$ cat src/fcd_pkg.sv
// ----------------------------------------------------------------------------
// fcd_pkg: shared types and constants of the force contact detector
// Request and response payloads, the configuration record, register indexes
// and the fixed-point constants of the gravity compensation.
// ----------------------------------------------------------------------------
package fcd_pkg;

  // Default width of the compensated force and of the bias registers
  localparam int FORCE_WIDTH_DEF = 24;

  // Field widths of the request and response payloads
  localparam int FIELD_FW   = 24;
  localparam int DOWN_W     = 16;
  localparam int MASS_W     = 16;
  localparam int THR_W      = 23;
  localparam int SENSE_W    = 2;
  localparam int CAL_W      = 12;
  localparam int CNT_W      = 13;
  localparam int STATUS_W   = 2;
  localparam int FLAG_W     = 2;

  // Configuration port
  localparam int CFG_IDX_W  = 3;
  localparam int CFG_DATA_W = 23;

  localparam logic [CFG_IDX_W-1:0] REG_TOOL_MASS   = 3'd0;
  localparam logic [CFG_IDX_W-1:0] REG_THRESHOLD_X = 3'd1;
  localparam logic [CFG_IDX_W-1:0] REG_THRESHOLD_Y = 3'd2;
  localparam logic [CFG_IDX_W-1:0] REG_SENSE_XN    = 3'd3;
  localparam logic [CFG_IDX_W-1:0] REG_SENSE_XP    = 3'd4;
  localparam logic [CFG_IDX_W-1:0] REG_SENSE_YN    = 3'd5;
  localparam logic [CFG_IDX_W-1:0] REG_SENSE_YP    = 3'd6;
  localparam logic [CFG_IDX_W-1:0] REG_CAL_SAMPLES = 3'd7;

  // Shared multiplier operand and product widths
  localparam int MUL_A_W = 32;
  localparam int MUL_B_W = 20;
  localparam int MUL_P_W = MUL_A_W + MUL_B_W;

  // 9.81 in Q16, and one half of the 2^32 scaling for rounding
  localparam logic [MUL_B_W-1:0] GRAV_Q16   = 20'd642908;
  localparam logic [MUL_P_W:0]   ROUND_HALF = 53'd2147483648;
  localparam int WEIGHT_W = MUL_P_W + 1 - 32;  // rounded weight magnitude
  localparam int SUM_W    = 26;                // force plus weight, signed

  // Response codes
  localparam logic [STATUS_W-1:0] STATUS_CAL   = 2'd0;
  localparam logic [STATUS_W-1:0] STATUS_CHECK = 2'd1;
  localparam logic [STATUS_W-1:0] STATUS_EMERG = 2'd2;

  localparam logic [FLAG_W-1:0] FLAG_NONE  = 2'd0;
  localparam logic [FLAG_W-1:0] FLAG_TRANS = 2'd1;
  localparam logic [FLAG_W-1:0] FLAG_ERROR = 2'd2;

  localparam logic [SENSE_W-1:0] SENSE_IGNORE = 2'd0;
  localparam logic [SENSE_W-1:0] SENSE_TRANS  = 2'd1;

  // Reset values of the registers
  localparam logic [THR_W-1:0]   THR_RESET   = 23'd256;
  localparam logic [SENSE_W-1:0] SENSE_RESET = 2'd2;
  localparam logic [CAL_W-1:0]   CAL_RESET   = 12'd100;

  typedef struct packed {
    logic                       mode;
    logic signed [FIELD_FW-1:0] force_x;
    logic signed [FIELD_FW-1:0] force_y;
    logic signed [DOWN_W-1:0]   down_x;
    logic signed [DOWN_W-1:0]   down_y;
    logic                       emergency_level;
  } in_req_t;

  typedef struct packed {
    logic [STATUS_W-1:0]        status;
    logic [FLAG_W-1:0]          contact_flag;
    logic                       stop_self;
    logic                       stop_other_valid;
    logic                       stop_other;
    logic signed [FIELD_FW-1:0] bias_out_x;
    logic signed [FIELD_FW-1:0] bias_out_y;
  } out_rsp_t;

  typedef struct packed {
    logic [MASS_W-1:0]  tool_mass;
    logic [THR_W-1:0]   threshold_x;
    logic [THR_W-1:0]   threshold_y;
    logic [SENSE_W-1:0] sense_x_negative;
    logic [SENSE_W-1:0] sense_x_positive;
    logic [SENSE_W-1:0] sense_y_negative;
    logic [SENSE_W-1:0] sense_y_positive;
    logic [CAL_W-1:0]   calibration_samples;
  } cfg_t;

endpackage

$ cat src/fcd_cfg_regs.sv
// ----------------------------------------------------------------------------
// fcd_cfg_regs: configuration register file
// Eight write-only registers, written through a plain enable/index/data port.
// ----------------------------------------------------------------------------
module fcd_cfg_regs (
  input  logic                             clk_i,
  input  logic                             rst_ni,
  input  logic                             cfg_we_i,
  input  logic [fcd_pkg::CFG_IDX_W-1:0]    cfg_idx_i,
  input  logic [fcd_pkg::CFG_DATA_W-1:0]   cfg_data_i,
  output fcd_pkg::cfg_t                    cfg_o
);

  fcd_pkg::cfg_t cfg_q;

  always_ff @(posedge clk_i or negedge rst_ni) begin
    if (!rst_ni) begin
      cfg_q.tool_mass           <= '0;
      cfg_q.threshold_x         <= fcd_pkg::THR_RESET;
      cfg_q.threshold_y         <= fcd_pkg::THR_RESET;
      cfg_q.sense_x_negative    <= fcd_pkg::SENSE_RESET;
      cfg_q.sense_x_positive    <= fcd_pkg::SENSE_RESET;
      cfg_q.sense_y_negative    <= fcd_pkg::SENSE_RESET;
      cfg_q.sense_y_positive    <= fcd_pkg::SENSE_RESET;
      cfg_q.calibration_samples <= fcd_pkg::CAL_RESET;
    end else if (cfg_we_i) begin
      unique case (cfg_idx_i)
        fcd_pkg::REG_TOOL_MASS:   cfg_q.tool_mass <= cfg_data_i[fcd_pkg::MASS_W-1:0];
        fcd_pkg::REG_THRESHOLD_X: cfg_q.threshold_x <= cfg_data_i[fcd_pkg::THR_W-1:0];
        fcd_pkg::REG_THRESHOLD_Y: cfg_q.threshold_y <= cfg_data_i[fcd_pkg::THR_W-1:0];
        fcd_pkg::REG_SENSE_XN:    cfg_q.sense_x_negative <= cfg_data_i[fcd_pkg::SENSE_W-1:0];
        fcd_pkg::REG_SENSE_XP:    cfg_q.sense_x_positive <= cfg_data_i[fcd_pkg::SENSE_W-1:0];
        fcd_pkg::REG_SENSE_YN:    cfg_q.sense_y_negative <= cfg_data_i[fcd_pkg::SENSE_W-1:0];
        fcd_pkg::REG_SENSE_YP:    cfg_q.sense_y_positive <= cfg_data_i[fcd_pkg::SENSE_W-1:0];
        fcd_pkg::REG_CAL_SAMPLES: begin
          cfg_q.calibration_samples <= cfg_data_i[fcd_pkg::CAL_W-1:0];
        end
        default: ;
      endcase
    end
  end

  assign cfg_o = cfg_q;

endmodule

$ cat src/fcd_mult.sv
// ----------------------------------------------------------------------------
// fcd_mult: shared unsigned multiplier with registered product
// Serves the weight terms and the bias-times-count products in turn.
// ----------------------------------------------------------------------------
module fcd_mult (
  input  logic                          clk_i,
  input  logic [fcd_pkg::MUL_A_W-1:0]   a_i,
  input  logic [fcd_pkg::MUL_B_W-1:0]   b_i,
  output logic [fcd_pkg::MUL_P_W-1:0]   p_o
);

  logic [fcd_pkg::MUL_P_W-1:0] p_d;
  logic [fcd_pkg::MUL_P_W-1:0] p_q;

  assign p_d = fcd_pkg::MUL_P_W'(a_i) * fcd_pkg::MUL_P_W'(b_i);

  always_ff @(posedge clk_i) begin
    p_q <= p_d;
  end

  assign p_o = p_q;

endmodule

$ cat src/fcd_div.sv
// ----------------------------------------------------------------------------
// fcd_div: iterative restoring divider, one quotient bit per cycle
// Divides a magnitude by a small divisor; the quotient is known to fit in FW
// bits, so only FW steps are run. The sign is applied at the end.
// ----------------------------------------------------------------------------
module fcd_div #(
  parameter int FW    = fcd_pkg::FORCE_WIDTH_DEF,
  parameter int DIV_W = fcd_pkg::CNT_W
) (
  input  logic                   clk_i,
  input  logic                   rst_ni,
  input  logic                   start_i,
  input  logic [FW+DIV_W-1:0]    mag_i,
  input  logic [DIV_W-1:0]       den_i,
  input  logic                   neg_i,
  output logic                   done_o,
  output logic signed [FW-1:0]   quot_o
);

  localparam int STEP_W = $clog2(FW + 1);

  logic               busy_q;
  logic               done_q;
  logic [STEP_W-1:0]  step_q;
  logic [DIV_W-1:0]   rem_q;
  logic [FW-1:0]      sh_q;
  logic [DIV_W-1:0]   den_q;
  logic               neg_q;
  logic [DIV_W:0]     rem_shift;
  logic [DIV_W:0]     rem_sub;
  logic               ge;

  assign rem_shift = {rem_q, sh_q[FW-1]};
  assign rem_sub   = rem_shift - {1'b0, den_q};
  assign ge        = (rem_shift >= {1'b0, den_q});

  always_ff @(posedge clk_i or negedge rst_ni) begin
    if (!rst_ni) begin
      busy_q <= 1'b0;
      done_q <= 1'b0;
      step_q <= '0;
    end else begin
      done_q <= 1'b0;
      if (start_i) begin
        busy_q <= 1'b1;
        step_q <= STEP_W'(FW);
      end else if (busy_q) begin
        step_q <= step_q - 1'b1;
        if (step_q == STEP_W'(1)) begin
          busy_q <= 1'b0;
          done_q <= 1'b1;
        end
      end
    end
  end

  // Datapath: the high part of the dividend is already below the divisor
  always_ff @(posedge clk_i) begin
    if (start_i) begin
      rem_q <= mag_i[FW+DIV_W-1:FW];
      sh_q  <= mag_i[FW-1:0];
      den_q <= den_i;
      neg_q <= neg_i;
    end else if (busy_q) begin
      rem_q <= ge ? rem_sub[DIV_W-1:0] : rem_shift[DIV_W-1:0];
      sh_q  <= {sh_q[FW-2:0], ge};
    end
  end

  assign done_o = done_q;
  assign quot_o = neg_q ? -$signed(sh_q) : $signed(sh_q);

endmodule

$ cat src/force_contact_detector.sv
// ----------------------------------------------------------------------------
// force_contact_detector: gravity-compensated force contact detection
// Adds back the tool weight, averages a bias during calibration, then checks
// each signed half-axis against its threshold and reaction code.
// ----------------------------------------------------------------------------
//
//  channel   signals                              direction  payload
//  request   in_valid_i / in_ready_o / in_req_i   in         fcd_pkg::in_req_t
//  response  out_valid_o / out_ready_i / out_rsp_o out       fcd_pkg::out_rsp_t
//  config    cfg_we_i / cfg_idx_i / cfg_data_i    in         register write
//
//  One request at a time. An emergency request is written into the response
//  register when it is accepted. A checked sample makes four passes through
//  the shared multiplier for the two weight terms, then the compare; a
//  calibration sample adds per axis one multiplier pass for bias times count
//  and FORCE_WIDTH steps of the one-bit-per-cycle divider, which sets the
//  rate. Reset clears the bias, the sample count and the registers to their
//  defaults. in_ready_o is high only while the sequencer is idle; a finished
//  response waits in the sequencer while the output register is still held.
//
module force_contact_detector #(
  parameter int FORCE_WIDTH = fcd_pkg::FORCE_WIDTH_DEF
) (
  input  logic                             clk_i,
  input  logic                             rst_ni,
  input  logic                             in_valid_i,
  output logic                             in_ready_o,
  input  fcd_pkg::in_req_t                 in_req_i,
  output logic                             out_valid_o,
  input  logic                             out_ready_i,
  output fcd_pkg::out_rsp_t                out_rsp_o,
  input  logic                             cfg_we_i,
  input  logic [fcd_pkg::CFG_IDX_W-1:0]    cfg_idx_i,
  input  logic [fcd_pkg::CFG_DATA_W-1:0]   cfg_data_i
);

  localparam int FW     = FORCE_WIDTH;
  localparam int DIV_W  = fcd_pkg::CNT_W;
  localparam int NUM_W  = FW + DIV_W + 1;
  localparam int MAG_W  = FW + DIV_W;
  localparam int EW     = (FW > fcd_pkg::SUM_W) ? FW : fcd_pkg::SUM_W;
  localparam int BW     = (FW > fcd_pkg::FIELD_FW) ? FW : fcd_pkg::FIELD_FW;
  localparam int CMP_W  = (FW + 2 > fcd_pkg::THR_W + 2) ? FW + 2 : fcd_pkg::THR_W + 2;

  // Sequencer states
  localparam logic [3:0] S_IDLE   = 4'd0;
  localparam logic [3:0] S_MX1    = 4'd1;
  localparam logic [3:0] S_MX2    = 4'd2;
  localparam logic [3:0] S_MY1    = 4'd3;
  localparam logic [3:0] S_MY2    = 4'd4;
  localparam logic [3:0] S_FY     = 4'd5;
  localparam logic [3:0] S_DECIDE = 4'd6;
  localparam logic [3:0] S_BX_NUM = 4'd7;
  localparam logic [3:0] S_BX_DIV = 4'd8;
  localparam logic [3:0] S_BY_NUM = 4'd9;
  localparam logic [3:0] S_BY_DIV = 4'd10;
  localparam logic [3:0] S_DONE   = 4'd11;

  logic [3:0] state_q, state_d;

  fcd_pkg::cfg_t     cfg;
  fcd_pkg::in_req_t  req_q;
  fcd_pkg::out_rsp_t res_q, res_d;
  fcd_pkg::out_rsp_t out_q;
  logic              out_valid_q;

  logic signed [FW-1:0]        bias_x_q, bias_y_q;
  logic [fcd_pkg::CNT_W-1:0]   count_q;
  logic signed [FW-1:0]        fx_q, fy_q;

  // -------------------------------------------------------------------------
  // Configuration registers
  // -------------------------------------------------------------------------
  fcd_cfg_regs u_cfg (
    .clk_i      (clk_i),
    .rst_ni     (rst_ni),
    .cfg_we_i   (cfg_we_i),
    .cfg_idx_i  (cfg_idx_i),
    .cfg_data_i (cfg_data_i),
    .cfg_o      (cfg)
  );

  // -------------------------------------------------------------------------
  // Shared multiplier: operands chosen by the sequencer state
  // -------------------------------------------------------------------------
  logic [fcd_pkg::MUL_A_W-1:0] mul_a;
  logic [fcd_pkg::MUL_B_W-1:0] mul_b;
  logic [fcd_pkg::MUL_P_W-1:0] mul_p;
  logic [fcd_pkg::DOWN_W-1:0]  abs_dx, abs_dy;
  logic [FW-1:0]               abs_bx, abs_by;

  assign abs_dx = req_q.down_x[fcd_pkg::DOWN_W-1] ? -req_q.down_x : req_q.down_x;
  assign abs_dy = req_q.down_y[fcd_pkg::DOWN_W-1] ? -req_q.down_y : req_q.down_y;
  assign abs_bx = bias_x_q[FW-1] ? -bias_x_q : bias_x_q;
  assign abs_by = bias_y_q[FW-1] ? -bias_y_q : bias_y_q;

  always_comb begin
    unique case (state_q)
      S_MX1: begin
        mul_a = fcd_pkg::MUL_A_W'(abs_dx);
        mul_b = fcd_pkg::MUL_B_W'(cfg.tool_mass);
      end
      S_MY1: begin
        mul_a = fcd_pkg::MUL_A_W'(abs_dy);
        mul_b = fcd_pkg::MUL_B_W'(cfg.tool_mass);
      end
      S_MX2, S_MY2: begin
        mul_a = mul_p[fcd_pkg::MUL_A_W-1:0];
        mul_b = fcd_pkg::GRAV_Q16;
      end
      S_DECIDE: begin
        mul_a = fcd_pkg::MUL_A_W'(abs_bx);
        mul_b = fcd_pkg::MUL_B_W'(count_q);
      end
      default: begin
        mul_a = fcd_pkg::MUL_A_W'(abs_by);
        mul_b = fcd_pkg::MUL_B_W'(count_q);
      end
    endcase
  end

  fcd_mult u_mult (
    .clk_i (clk_i),
    .a_i   (mul_a),
    .b_i   (mul_b),
    .p_o   (mul_p)
  );

  // -------------------------------------------------------------------------
  // Weight compensation: round the Q32 product, apply the sign of the
  // direction, add to the measured force and saturate to FW bits
  // -------------------------------------------------------------------------
  logic                                  comp_y;
  logic signed [fcd_pkg::FIELD_FW-1:0]   comp_force;
  logic                                  comp_neg;
  logic [fcd_pkg::MUL_P_W:0]             rnd;
  logic [fcd_pkg::WEIGHT_W-1:0]          w_mag;
  logic signed [fcd_pkg::WEIGHT_W:0]     w_pos, w_val;
  logic signed [fcd_pkg::SUM_W-1:0]      sum;
  logic signed [EW-1:0]                  sum_ext, sat_hi, sat_lo;
  logic signed [FW-1:0]                  comp_f;

  assign comp_y     = (state_q == S_FY);
  assign comp_force = comp_y ? req_q.force_y : req_q.force_x;
  assign comp_neg   = comp_y ? req_q.down_y[fcd_pkg::DOWN_W-1]
                             : req_q.down_x[fcd_pkg::DOWN_W-1];
  assign rnd        = {1'b0, mul_p} + fcd_pkg::ROUND_HALF;
  assign w_mag      = rnd[fcd_pkg::MUL_P_W:32];
  assign w_pos      = $signed({1'b0, w_mag});
  assign w_val      = comp_neg ? -w_pos : w_pos;
  assign sum        = fcd_pkg::SUM_W'(comp_force) + fcd_pkg::SUM_W'(w_val);
  assign sum_ext    = EW'(sum);
  assign sat_hi     = $signed({{(EW-FW+1){1'b0}}, {(FW-1){1'b1}}});
  assign sat_lo     = $signed({{(EW-FW+1){1'b1}}, {(FW-1){1'b0}}});

  always_comb begin
    priority if (sum_ext > sat_hi) begin
      comp_f = sat_hi[FW-1:0];
    end else if (sum_ext < sat_lo) begin
      comp_f = sat_lo[FW-1:0];
    end else begin
      comp_f = sum_ext[FW-1:0];
    end
  end

  // -------------------------------------------------------------------------
  // Running mean: numerator bias * n + f, divided by n + 1
  // -------------------------------------------------------------------------
  logic                       num_y;
  logic signed [NUM_W-1:0]    prod_s, num;
  logic                       num_bias_neg;
  logic signed [FW-1:0]       num_f;
  logic [NUM_W-1:0]           num_abs;
  logic                       div_start, div_done;
  logic signed [FW-1:0]       div_q;

  assign num_y        = (state_q == S_BY_NUM);
  assign num_bias_neg = num_y ? bias_y_q[FW-1] : bias_x_q[FW-1];
  assign num_f        = num_y ? fy_q : fx_q;
  assign prod_s       = $signed(mul_p[NUM_W-1:0]);
  assign num          = (num_bias_neg ? -prod_s : prod_s) + NUM_W'(num_f);
  assign num_abs      = num[NUM_W-1] ? -num : num;
  assign div_start    = (state_q == S_BX_NUM) || (state_q == S_BY_NUM);

  fcd_div #(
    .FW    (FW),
    .DIV_W (DIV_W)
  ) u_div (
    .clk_i   (clk_i),
    .rst_ni  (rst_ni),
    .start_i (div_start),
    .mag_i   (num_abs[MAG_W-1:0]),
    .den_i   (count_q + 1'b1),
    .neg_i   (num[NUM_W-1]),
    .done_o  (div_done),
    .quot_o  (div_q)
  );

  // -------------------------------------------------------------------------
  // Contact check: scan x then y, negative half then positive half; an
  // error contact ends the scan
  // -------------------------------------------------------------------------
  logic signed [FW:0]          dx, dy;
  logic signed [CMP_W-1:0]     dx_c, dy_c, tx_c, ty_c;
  logic [3:0]                  hit;
  logic [3:0][fcd_pkg::SENSE_W-1:0] code;
  logic [fcd_pkg::FLAG_W-1:0]  chk_flag;
  logic                        chk_self, chk_other, chk_stop;

  assign dx   = (FW+1)'(fx_q) - (FW+1)'(bias_x_q);
  assign dy   = (FW+1)'(fy_q) - (FW+1)'(bias_y_q);
  assign dx_c = CMP_W'(dx);
  assign dy_c = CMP_W'(dy);
  assign tx_c = $signed(CMP_W'(cfg.threshold_x));
  assign ty_c = $signed(CMP_W'(cfg.threshold_y));

  assign hit[0]  = dx_c < -tx_c;
  assign hit[1]  = dx_c > tx_c;
  assign hit[2]  = dy_c < -ty_c;
  assign hit[3]  = dy_c > ty_c;
  assign code[0] = cfg.sense_x_negative;
  assign code[1] = cfg.sense_x_positive;
  assign code[2] = cfg.sense_y_negative;
  assign code[3] = cfg.sense_y_positive;

  always_comb begin
    chk_flag  = fcd_pkg::FLAG_NONE;
    chk_self  = 1'b0;
    chk_other = 1'b0;
    chk_stop  = 1'b0;
    for (int i = 0; i < 4; i++) begin
      if (!chk_stop && hit[i] && (code[i] != fcd_pkg::SENSE_IGNORE)) begin
        chk_self = 1'b1;
        if (code[i] == fcd_pkg::SENSE_TRANS) begin
          chk_flag = fcd_pkg::FLAG_TRANS;
        end else begin
          // codes two and three both count as error
          chk_flag  = fcd_pkg::FLAG_ERROR;
          chk_other = 1'b1;
          chk_stop  = 1'b1;
        end
      end
    end
  end

  // -------------------------------------------------------------------------
  // Sequencer
  // -------------------------------------------------------------------------
  logic calibrating;
  logic accept;
  logic out_load;

  assign calibrating = (count_q <= fcd_pkg::CNT_W'(cfg.calibration_samples));
  assign in_ready_o  = (state_q == S_IDLE);
  assign accept      = in_valid_i && in_ready_o;
  assign out_load    = (state_q == S_DONE) && (!out_valid_q || out_ready_i);

  always_comb begin
    state_d = state_q;
    res_d   = res_q;
    unique case (state_q)
      S_IDLE: begin
        if (accept) begin
          if (in_req_i.mode) begin
            // emergency: stop or release both arms at once
            res_d.status           = fcd_pkg::STATUS_EMERG;
            res_d.contact_flag     = fcd_pkg::FLAG_ERROR;
            res_d.stop_self        = in_req_i.emergency_level;
            res_d.stop_other_valid = 1'b1;
            res_d.stop_other       = in_req_i.emergency_level;
            state_d                = S_DONE;
          end else begin
            state_d = S_MX1;
          end
        end
      end
      S_MX1:    state_d = S_MX2;
      S_MX2:    state_d = S_MY1;
      S_MY1:    state_d = S_MY2;
      S_MY2:    state_d = S_FY;
      S_FY:     state_d = S_DECIDE;
      S_DECIDE: begin
        if (calibrating) begin
          res_d.status           = fcd_pkg::STATUS_CAL;
          res_d.contact_flag     = fcd_pkg::FLAG_NONE;
          res_d.stop_self        = 1'b0;
          res_d.stop_other_valid = 1'b0;
          res_d.stop_other       = 1'b0;
          state_d                = S_BX_NUM;
        end else begin
          res_d.status           = fcd_pkg::STATUS_CHECK;
          res_d.contact_flag     = chk_flag;
          res_d.stop_self        = chk_self;
          res_d.stop_other_valid = (chk_flag == fcd_pkg::FLAG_ERROR);
          res_d.stop_other       = chk_other;
          state_d                = S_DONE;
        end
      end
      S_BX_NUM: state_d = S_BX_DIV;
      S_BX_DIV: begin
        if (div_done) begin
          state_d = S_BY_NUM;
        end
      end
      S_BY_NUM: state_d = S_BY_DIV;
      S_BY_DIV: begin
        if (div_done) begin
          state_d = S_DONE;
        end
      end
      S_DONE: begin
        if (out_load) begin
          state_d = S_IDLE;
        end
      end
      default:  state_d = S_IDLE;
    endcase
  end

  always_ff @(posedge clk_i or negedge rst_ni) begin
    if (!rst_ni) begin
      state_q     <= S_IDLE;
      out_valid_q <= 1'b0;
      bias_x_q    <= '0;
      bias_y_q    <= '0;
      count_q     <= '0;
    end else begin
      state_q <= state_d;
      if (out_load) begin
        out_valid_q <= 1'b1;
      end else if (out_ready_i) begin
        out_valid_q <= 1'b0;
      end
      // update the bias once its quotient is ready; advance the count last
      if ((state_q == S_BX_DIV) && div_done) begin
        bias_x_q <= div_q;
      end
      if ((state_q == S_BY_DIV) && div_done) begin
        bias_y_q <= div_q;
        count_q  <= count_q + 1'b1;
      end
    end
  end

  // Payload registers: request copy, compensated forces, response
  logic signed [BW-1:0] bx_ext, by_ext;
  fcd_pkg::out_rsp_t    out_d;

  assign bx_ext = BW'(bias_x_q);
  assign by_ext = BW'(bias_y_q);

  // Take the flags from the sequencer and the bias as it stands now
  always_comb begin
    out_d            = res_q;
    out_d.bias_out_x = bx_ext[fcd_pkg::FIELD_FW-1:0];
    out_d.bias_out_y = by_ext[fcd_pkg::FIELD_FW-1:0];
  end

  always_ff @(posedge clk_i) begin
    if (accept) begin
      req_q <= in_req_i;
    end
    if (state_q == S_MY1) begin
      fx_q <= comp_f;
    end
    if (state_q == S_FY) begin
      fy_q <= comp_f;
    end
    res_q <= res_d;
    if (out_load) begin
      out_q <= out_d;
    end
  end

  assign out_valid_o = out_valid_q;
  assign out_rsp_o   = out_q;

endmodule
$ cat config.mk
export PLATFORM = sky130hd
export DESIGN_NAME = force_contact_detector
export DESIGN_NICKNAME = d
export VERILOG_FILES = /design/src/fcd_pkg.sv /design/src/fcd_cfg_regs.sv /design/src/fcd_mult.sv /design/src/fcd_div.sv /design/src/force_contact_detector.sv
export SDC_FILE = /design/constraint.sdc
export NUM_CORES = 2
export LEC_CHECK = 0
export BUFFER_PORTS_ARGS = -buffer_cell sky130_fd_sc_hd__buf_2
export CORE_UTILIZATION = 30
export DETAILED_ROUTE_END_ITERATION = 6
export HOLD_SLACK_MARGIN = 0.08
export MAX_ROUTING_LAYER = met4
export SLEW_MARGIN = 20
export SYNTH_ARGS = -nofsm -noshare
export SYNTH_HDL_FRONTEND = slang
export SYNTH_SLANG_ARGS = --single-unit
$ cat constraint.sdc
create_clock -name clk_i -period 9.6 [get_ports clk_i]
set_input_delay 0.96 -clock clk_i [delete_from_list [all_inputs] [get_ports clk_i]]
set_output_delay 0.96 -clock clk_i [all_outputs]
set_load 0.02 [all_outputs]
Yosys cells after proc, flatten, opt, wreduce, memory -nomap -nowiden
Index checks and enable logic that the tools add are counted.
Widths: inputs -> output; s select.
{ "op_classes": {"n_addsub": 18, "n_mul": 1, "reduce_logical": 38, "n_mux": 62, "n_eq_ne": 29, "shift": 0, "magnitude_cmp": 8, "n_div": 0, "bitwise": 0} }
{ "ops": {"columns": ["operator", "count"], "rows": [
  ["$mux 24", 9],
  ["$pmux 32 s4", 1],
  ["$neg 24->24", 3],
  ["$add 52x32->53 const B", 1],
  ["$lt 25x26->1", 2],
  ["$mul 32x20->52", 1],
  ["$neg 23->26", 2],
  ["$gt 25x24->1", 2],
  ["$sub 24x24->25", 2],
  ["$pmux 4 s12", 1],
  ["$pmux 20 s2", 1],
  ["$mux 13", 3],
  ["$add 38x24->38", 1],
  ["$mux 38", 1],
  ["$neg 38->38", 1],
  ["$mux 37", 1],
  ["$neg 37->37", 1],
  ["$mux 16", 2],
  ["$neg 16->16", 2],
  ["$add 24x22->25", 1],
  ["$gt 25x24->1 const B", 1],
  ["$lt 25x24->1 const B", 1],
  ["$mux 4", 6],
  ["$mux 1", 22],
  ["34 further kinds", 88]
]} }
{ "word_totals": {"mem_count": 0, "reg_bits": 448, "elab_cells": 195, "rom_bits": 0, "latchBits": 0, "ram_bits": 0} }

Logic depth before layout (Yosys ltp)
{ "logic_depth": {"ltp_word": 19, "mapped_depth": 37, "mapped_depth_nobuf": 35} }

Modules after synthesis
A second synthesis with hierarchy kept.
{ "hier_totals": {"hier_cells": 5555, "hier_area_um2": 51987.4} }
{ "by_module_without_submodules": {"columns": ["mod", "n_inst", "area_per_inst_um2", "seq_area_each_um2", "cells_per_inst"], "rows": [
  ["force_contact_detector", 1, 23384.9, 7357.1, 2610],
  ["fcd_mult", 1, 21825.9, 1041.0, 2423],
  ["fcd_div", 1, 3629.7, 1706.6, 342],
  ["fcd_cfg_regs", 1, 3146.8, 2063.2, 180]
]} }

Worst setup path before layout
No wires, ideal clock.
{ "synth_path": {"kind": "register to register", "from": "reg bias_y_q[5]", "to": "reg u_mult.p_q, in the netlist u_mult.p_o[37]", "arrival_ps": 8688, "setup_slack_ps": 787, "setup_ps": 124, "path_buffers": 1, "stages_incl_launch_ff": 33, "required_time_ps": 9476, "cell_sequence": "dfrtp_1 > nor4_1 > and3_1 > nand2_1 > or4_1 > o21ai_0 > xnor2_1 > o221ai_1 > clkbuf_1 > nand2_1 > fa_1 > inv_1 > fa_1 > inv_1 > fa_1 > inv_1 > fa_1 > fa_1 > fa_1 > inv_1 > fa_1 > inv_1 > ha_1 > a211oi_1 > nand2_1 > a211oi_1 > a21oi_1 > or3b_2 > a221oi_1 > o21ai_0 > a21bo_2 > a21oi_1 > xnor2_1"} }
{ "synth_via": {"elab_chain_len": 4} }
{ "synth_rtl": {"columns": ["element", "line_no", "rtl"], "rows": [
  ["start, declared", "force_contact_detector.sv:67", "logic signed [FW-1:0] bias_x_q, bias_y_q;"],
  ["start signal, assigned", "force_contact_detector.sv:339", "bias_y_q <= div_q;"],
  ["$neg 24->24", "force_contact_detector.sv:95", "assign abs_by = bias_y_q[FW-1] ? -bias_y_q : bias_y_q;"],
  ["$mux 24 *", "force_contact_detector.sv:95", null],
  ["$pmux 32 s4 *", "force_contact_detector.sv:98", "unique case (state_q)"],
  ["$mul 32x20->52 *", "fcd_mult.sv:15", "assign p_d = fcd_pkg::MUL_P_W'(a_i) * fcd_pkg::MUL_P_W'(b_i);"],
  ["via u_mult.p_d, one bit", "fcd_mult.sv:12", "logic [fcd_pkg::MUL_P_W-1:0] p_d;"],
  ["end signal, assigned", "fcd_mult.sv:18", "p_q <= p_d;"],
  ["end, declared", "fcd_mult.sv:13", "logic [fcd_pkg::MUL_P_W-1:0] p_q;"]
]} }
Mark *: on every way through the listed nets, which the timed path passes. The rest lies on a longest branch.
A chain may end at the register's enable or synchronous reset.

Worst setup path in the final report
{ "layout_path": {"from": "reg bias_y_q[14]", "to": "reg u_mult.p_q, in the netlist u_mult.p_o[49]"} }
The elaborated chain is that of the path after synthesis.

==> results.toml <==
[clock_tree]
ctsHoldBuffers = 0
cts_tree = "yes"
clk_latency_ps = 650
clkSlewWorstSetupHoldPaths_ps = 70
cts_made_buffers = 50
htree_levels = 2
cts-root-buf = "clkbuf_16"
cts_sinks = 448
clockBufferDepth = 3

[power]
leakage_nw = 25.40
seqPwrFrac_pct = 34.9
power_mw = 6.778
swShare_pct = 37.12
p_int_mw = 4.262
combPwrFrac_pct = 34.7
p_clk_share_pct = 30.5
p_sw_mw = 2.516
irDropWorstVdd_v = 0.0001554
p_per_area_nw_per_um2 = 122.0

[setup_path]
crit_required_ps = 10170
cp_slowest_cell = "fa_1"
r2r_cells = 30
r2r-start = "bias_y_q[14]"
cp.arrival_ps = 9920
cp_common_cell = "fa_1"
end_kind = "flop"
path_max_fanout = 7
cp-start-kind = "flop"
max_stage_delay_ps = 550
worstSetupPathType = "flop to flop"
reg2reg_to = "u_mult.p_o[49]"
reg2reg_slack_ps = 250

[synth]
synth_seq_area_share_pct = 24.85
ys_types = 100
synth_edf_count = 241
synthFlopType = "edfxtp_1"
synthCells = 5355
syn_area_um2 = 48960
ys_warn_count = 0
avgSynthCellArea_um2 = 9.143
ys_async_sr_fraction_pct = 34.60
synth-seq-cells = 448

[final_layout]
finish.net_count = 6645
final_cell_mix = "872 x inv_1, 553 x nand2_1, 479 x fa_1"
final_common_cell = "inv_1"
drive_gt1_share_pct = 11.30
fill_cells = 16510
instances_no_fill = 7830
syn2layout_area_growth_pct = 13.44

[grt]
grt_pass1_vias = 38770
grt_pass1_wl_um = 247100
antenna_found_initial = 10
grt_max_degree = 76
overflow = 0
grt_usage_pct = 20.52

[timing]
relSlewSlack_pct = 30.30
report.final.hold_viol_count = 0
slew_violations = 0
fin_crit_sh_pct = 97.41
fmax_ghz = 0.1069
finalSetupViolations = 0
period_minus_slack_ps = 9352
layout_setup_ws_ps = 248.4
tightestPinTransition_ps = 1042
fin_worst_skew_ps = 53.98

[floorplanning]
dieArea_um2 = 164800
fp-row-count = 147
die_h_um = 406.0
io_pins = 170
die_w_um = 406.0
core_um2 = 161300
start_util_pct = 30.35

[detailed_routing]
wl_per_cell_um = 21.02
viasPerCell = 5.055
via_count = 39580
drt_iter0_drc = 3601
postRouteAntennaNets = 0
wirelength_um = 164600
drtPass1Iterations = 6
drc = 0

[status]
status = "finished, final reports clean"

[placed_design]
gp_congestion = 1.015
dp_cells = 7723
pre_cts_ws_ps = -81.07
port_buffers = 169
dp_hpwl_um = 137800

[hold_path]
hold_path.class = "input port to async pin"

[job]
maxCapViolations = 0
[worst max-delay path by stage]
stage,slack (ps),depth (start not counted),endpoint,start
finish,250,30,u_mult.p_o[49],bias_y_q[14]
detailed placement,-80,34,u_mult.p_o[51],req_q[22]
global route,-80,34,u_mult.p_o[37],bias_y_q[2]
global placement,-50,34,u_mult.p_o[51],req_q[23]
CTS,50,32,u_mult.p_o[37],bias_y_q[5]
floorplan,790,32,u_mult.p_o[37],bias_y_q[5]
[per-layer routing]
layer	wire [µm]	up-vias	track usage, %
li1	-	18300	-
met2	72010	1460	30.78
met4	6171	0	6.481
met1	74490	19560	28.56
met3	11940	262	2.708
met5	0	-	-
[what timing repair did]
| action | CTS | global route |
|---|---|---|
| pin swaps | 0 | 32 |
| endpoints found under the setup margin | 4 | 14 |
| gates cloned | 0 | 0 |
| gates resized for setup | 5 | 71 |
| hold endpoints to repair | 0 | 0 |
| setup buffers | 0 | 9 |
[cell usage after synthesis, drive strengths merged (27+ instances only)]
master,count,area [µm²]
nor2b,59,369.1
o21a,41,307.8
inv,876,3291
xor2,121,1060
fa,480,9609
dfxtp,52,1041
nand4,45,281.5
a21o,98,735.7
nor4,34,240.2
or3,27,173.9
dfrtp,146,3654
edfxtp,241,7237
a21oi,261,1310
xnor2,286,2505
clkbuf,156,585.6
mux2i,39,390.4
nor2,339,1272
and2,42,262.8
o21bai,28,210.2
nand2,555,2086
mux2,94,1059
nor3,76,396.6
and3,60,375.4
nand2b,48,300.3
nand3,86,435.4
ha,428,5355
a31oi,36,225.2
o31ai,44,330.3
o21ai,258,1295
[power by group through the flow]
stage / clock [mW] / combinational [mW] / sequential [mW]
floorplan: 0 / 1.58 / 2.29
global placement: 0 / 2.25 / 2.39
detailed placement: 0 / 2.28 / 2.40
CTS: 2.10 / 2.30 / 2.36
global route: 2.17 / 2.54 / 2.38
finish: 2.07 / 2.35 / 2.36
[layout make-up]
| class | count | area (µm²) | share of cell area, % |
|---|---|---|---|
| Clock buffer | 64 | 1344 | 2.419 |
| Sequential cell | 448 | 12170 | 21.91 |
| Tap cell | 2160 | 2703 | 4.866 |
| Antenna cell | 5 | 12.51 | 0.02253 |
| Clock inverter | 29 | 387.9 | 0.6983 |
| Multi-Input combinational cell | 3912 | 33470 | 60.26 |
| Timing Repair Buffer | 336 | 2163 | 3.895 |
| Inverter | 876 | 3294 | 5.931 |
[worst max-delay path: cells and delay by family (launching register included)]
family                   cells  cell delay, ps
buffers and inverters        5             560
flip-flops                   1             520
AND/OR/NAND/NOR              8            2050
XOR/XNOR                     1             370
AO/OA/AOI/OAI                8            1840
adder cells (fa/ha/maj)      8            3910
[per-stage QoR]
stage	hold WS, ps	utilization (%)	TNS, ps	area (µm²)
2_1_floorplan	400.3	-	0	49160
3_3_place_gp	406.8	33.08	-78.58	53350
3_5_place_dp	404.5	33.08	-148.8	53350
4_1_cts	215.4	34.17	0	55120
5_1_grt	241.4	34.43	-264.6	55540
6_report	212.3	34.43	0	55540
[cell families after synthesis]
group / synth area share (%)
other cells: 0.01534
mux: 2.959
simple gates: 14.05
xor+xnor: 7.280
buf+inv: 8.103
compound gates: 12.18
flops: 24.85
fa+ha+maj: 30.56
[sequential cells by signal, summed over array words and instances, names as in the netlist, 24 cells and up]
signal and flops:
req_q 80, fy_q 24, bias_x_q 24, out_rsp_o 55
u_cfg.cfg_o 82, fx_q 24, u_div.sh_q 24, u_mult.p_o 52
bias_y_q 24
No activity file was read; power rests on OpenSTA's default activity.
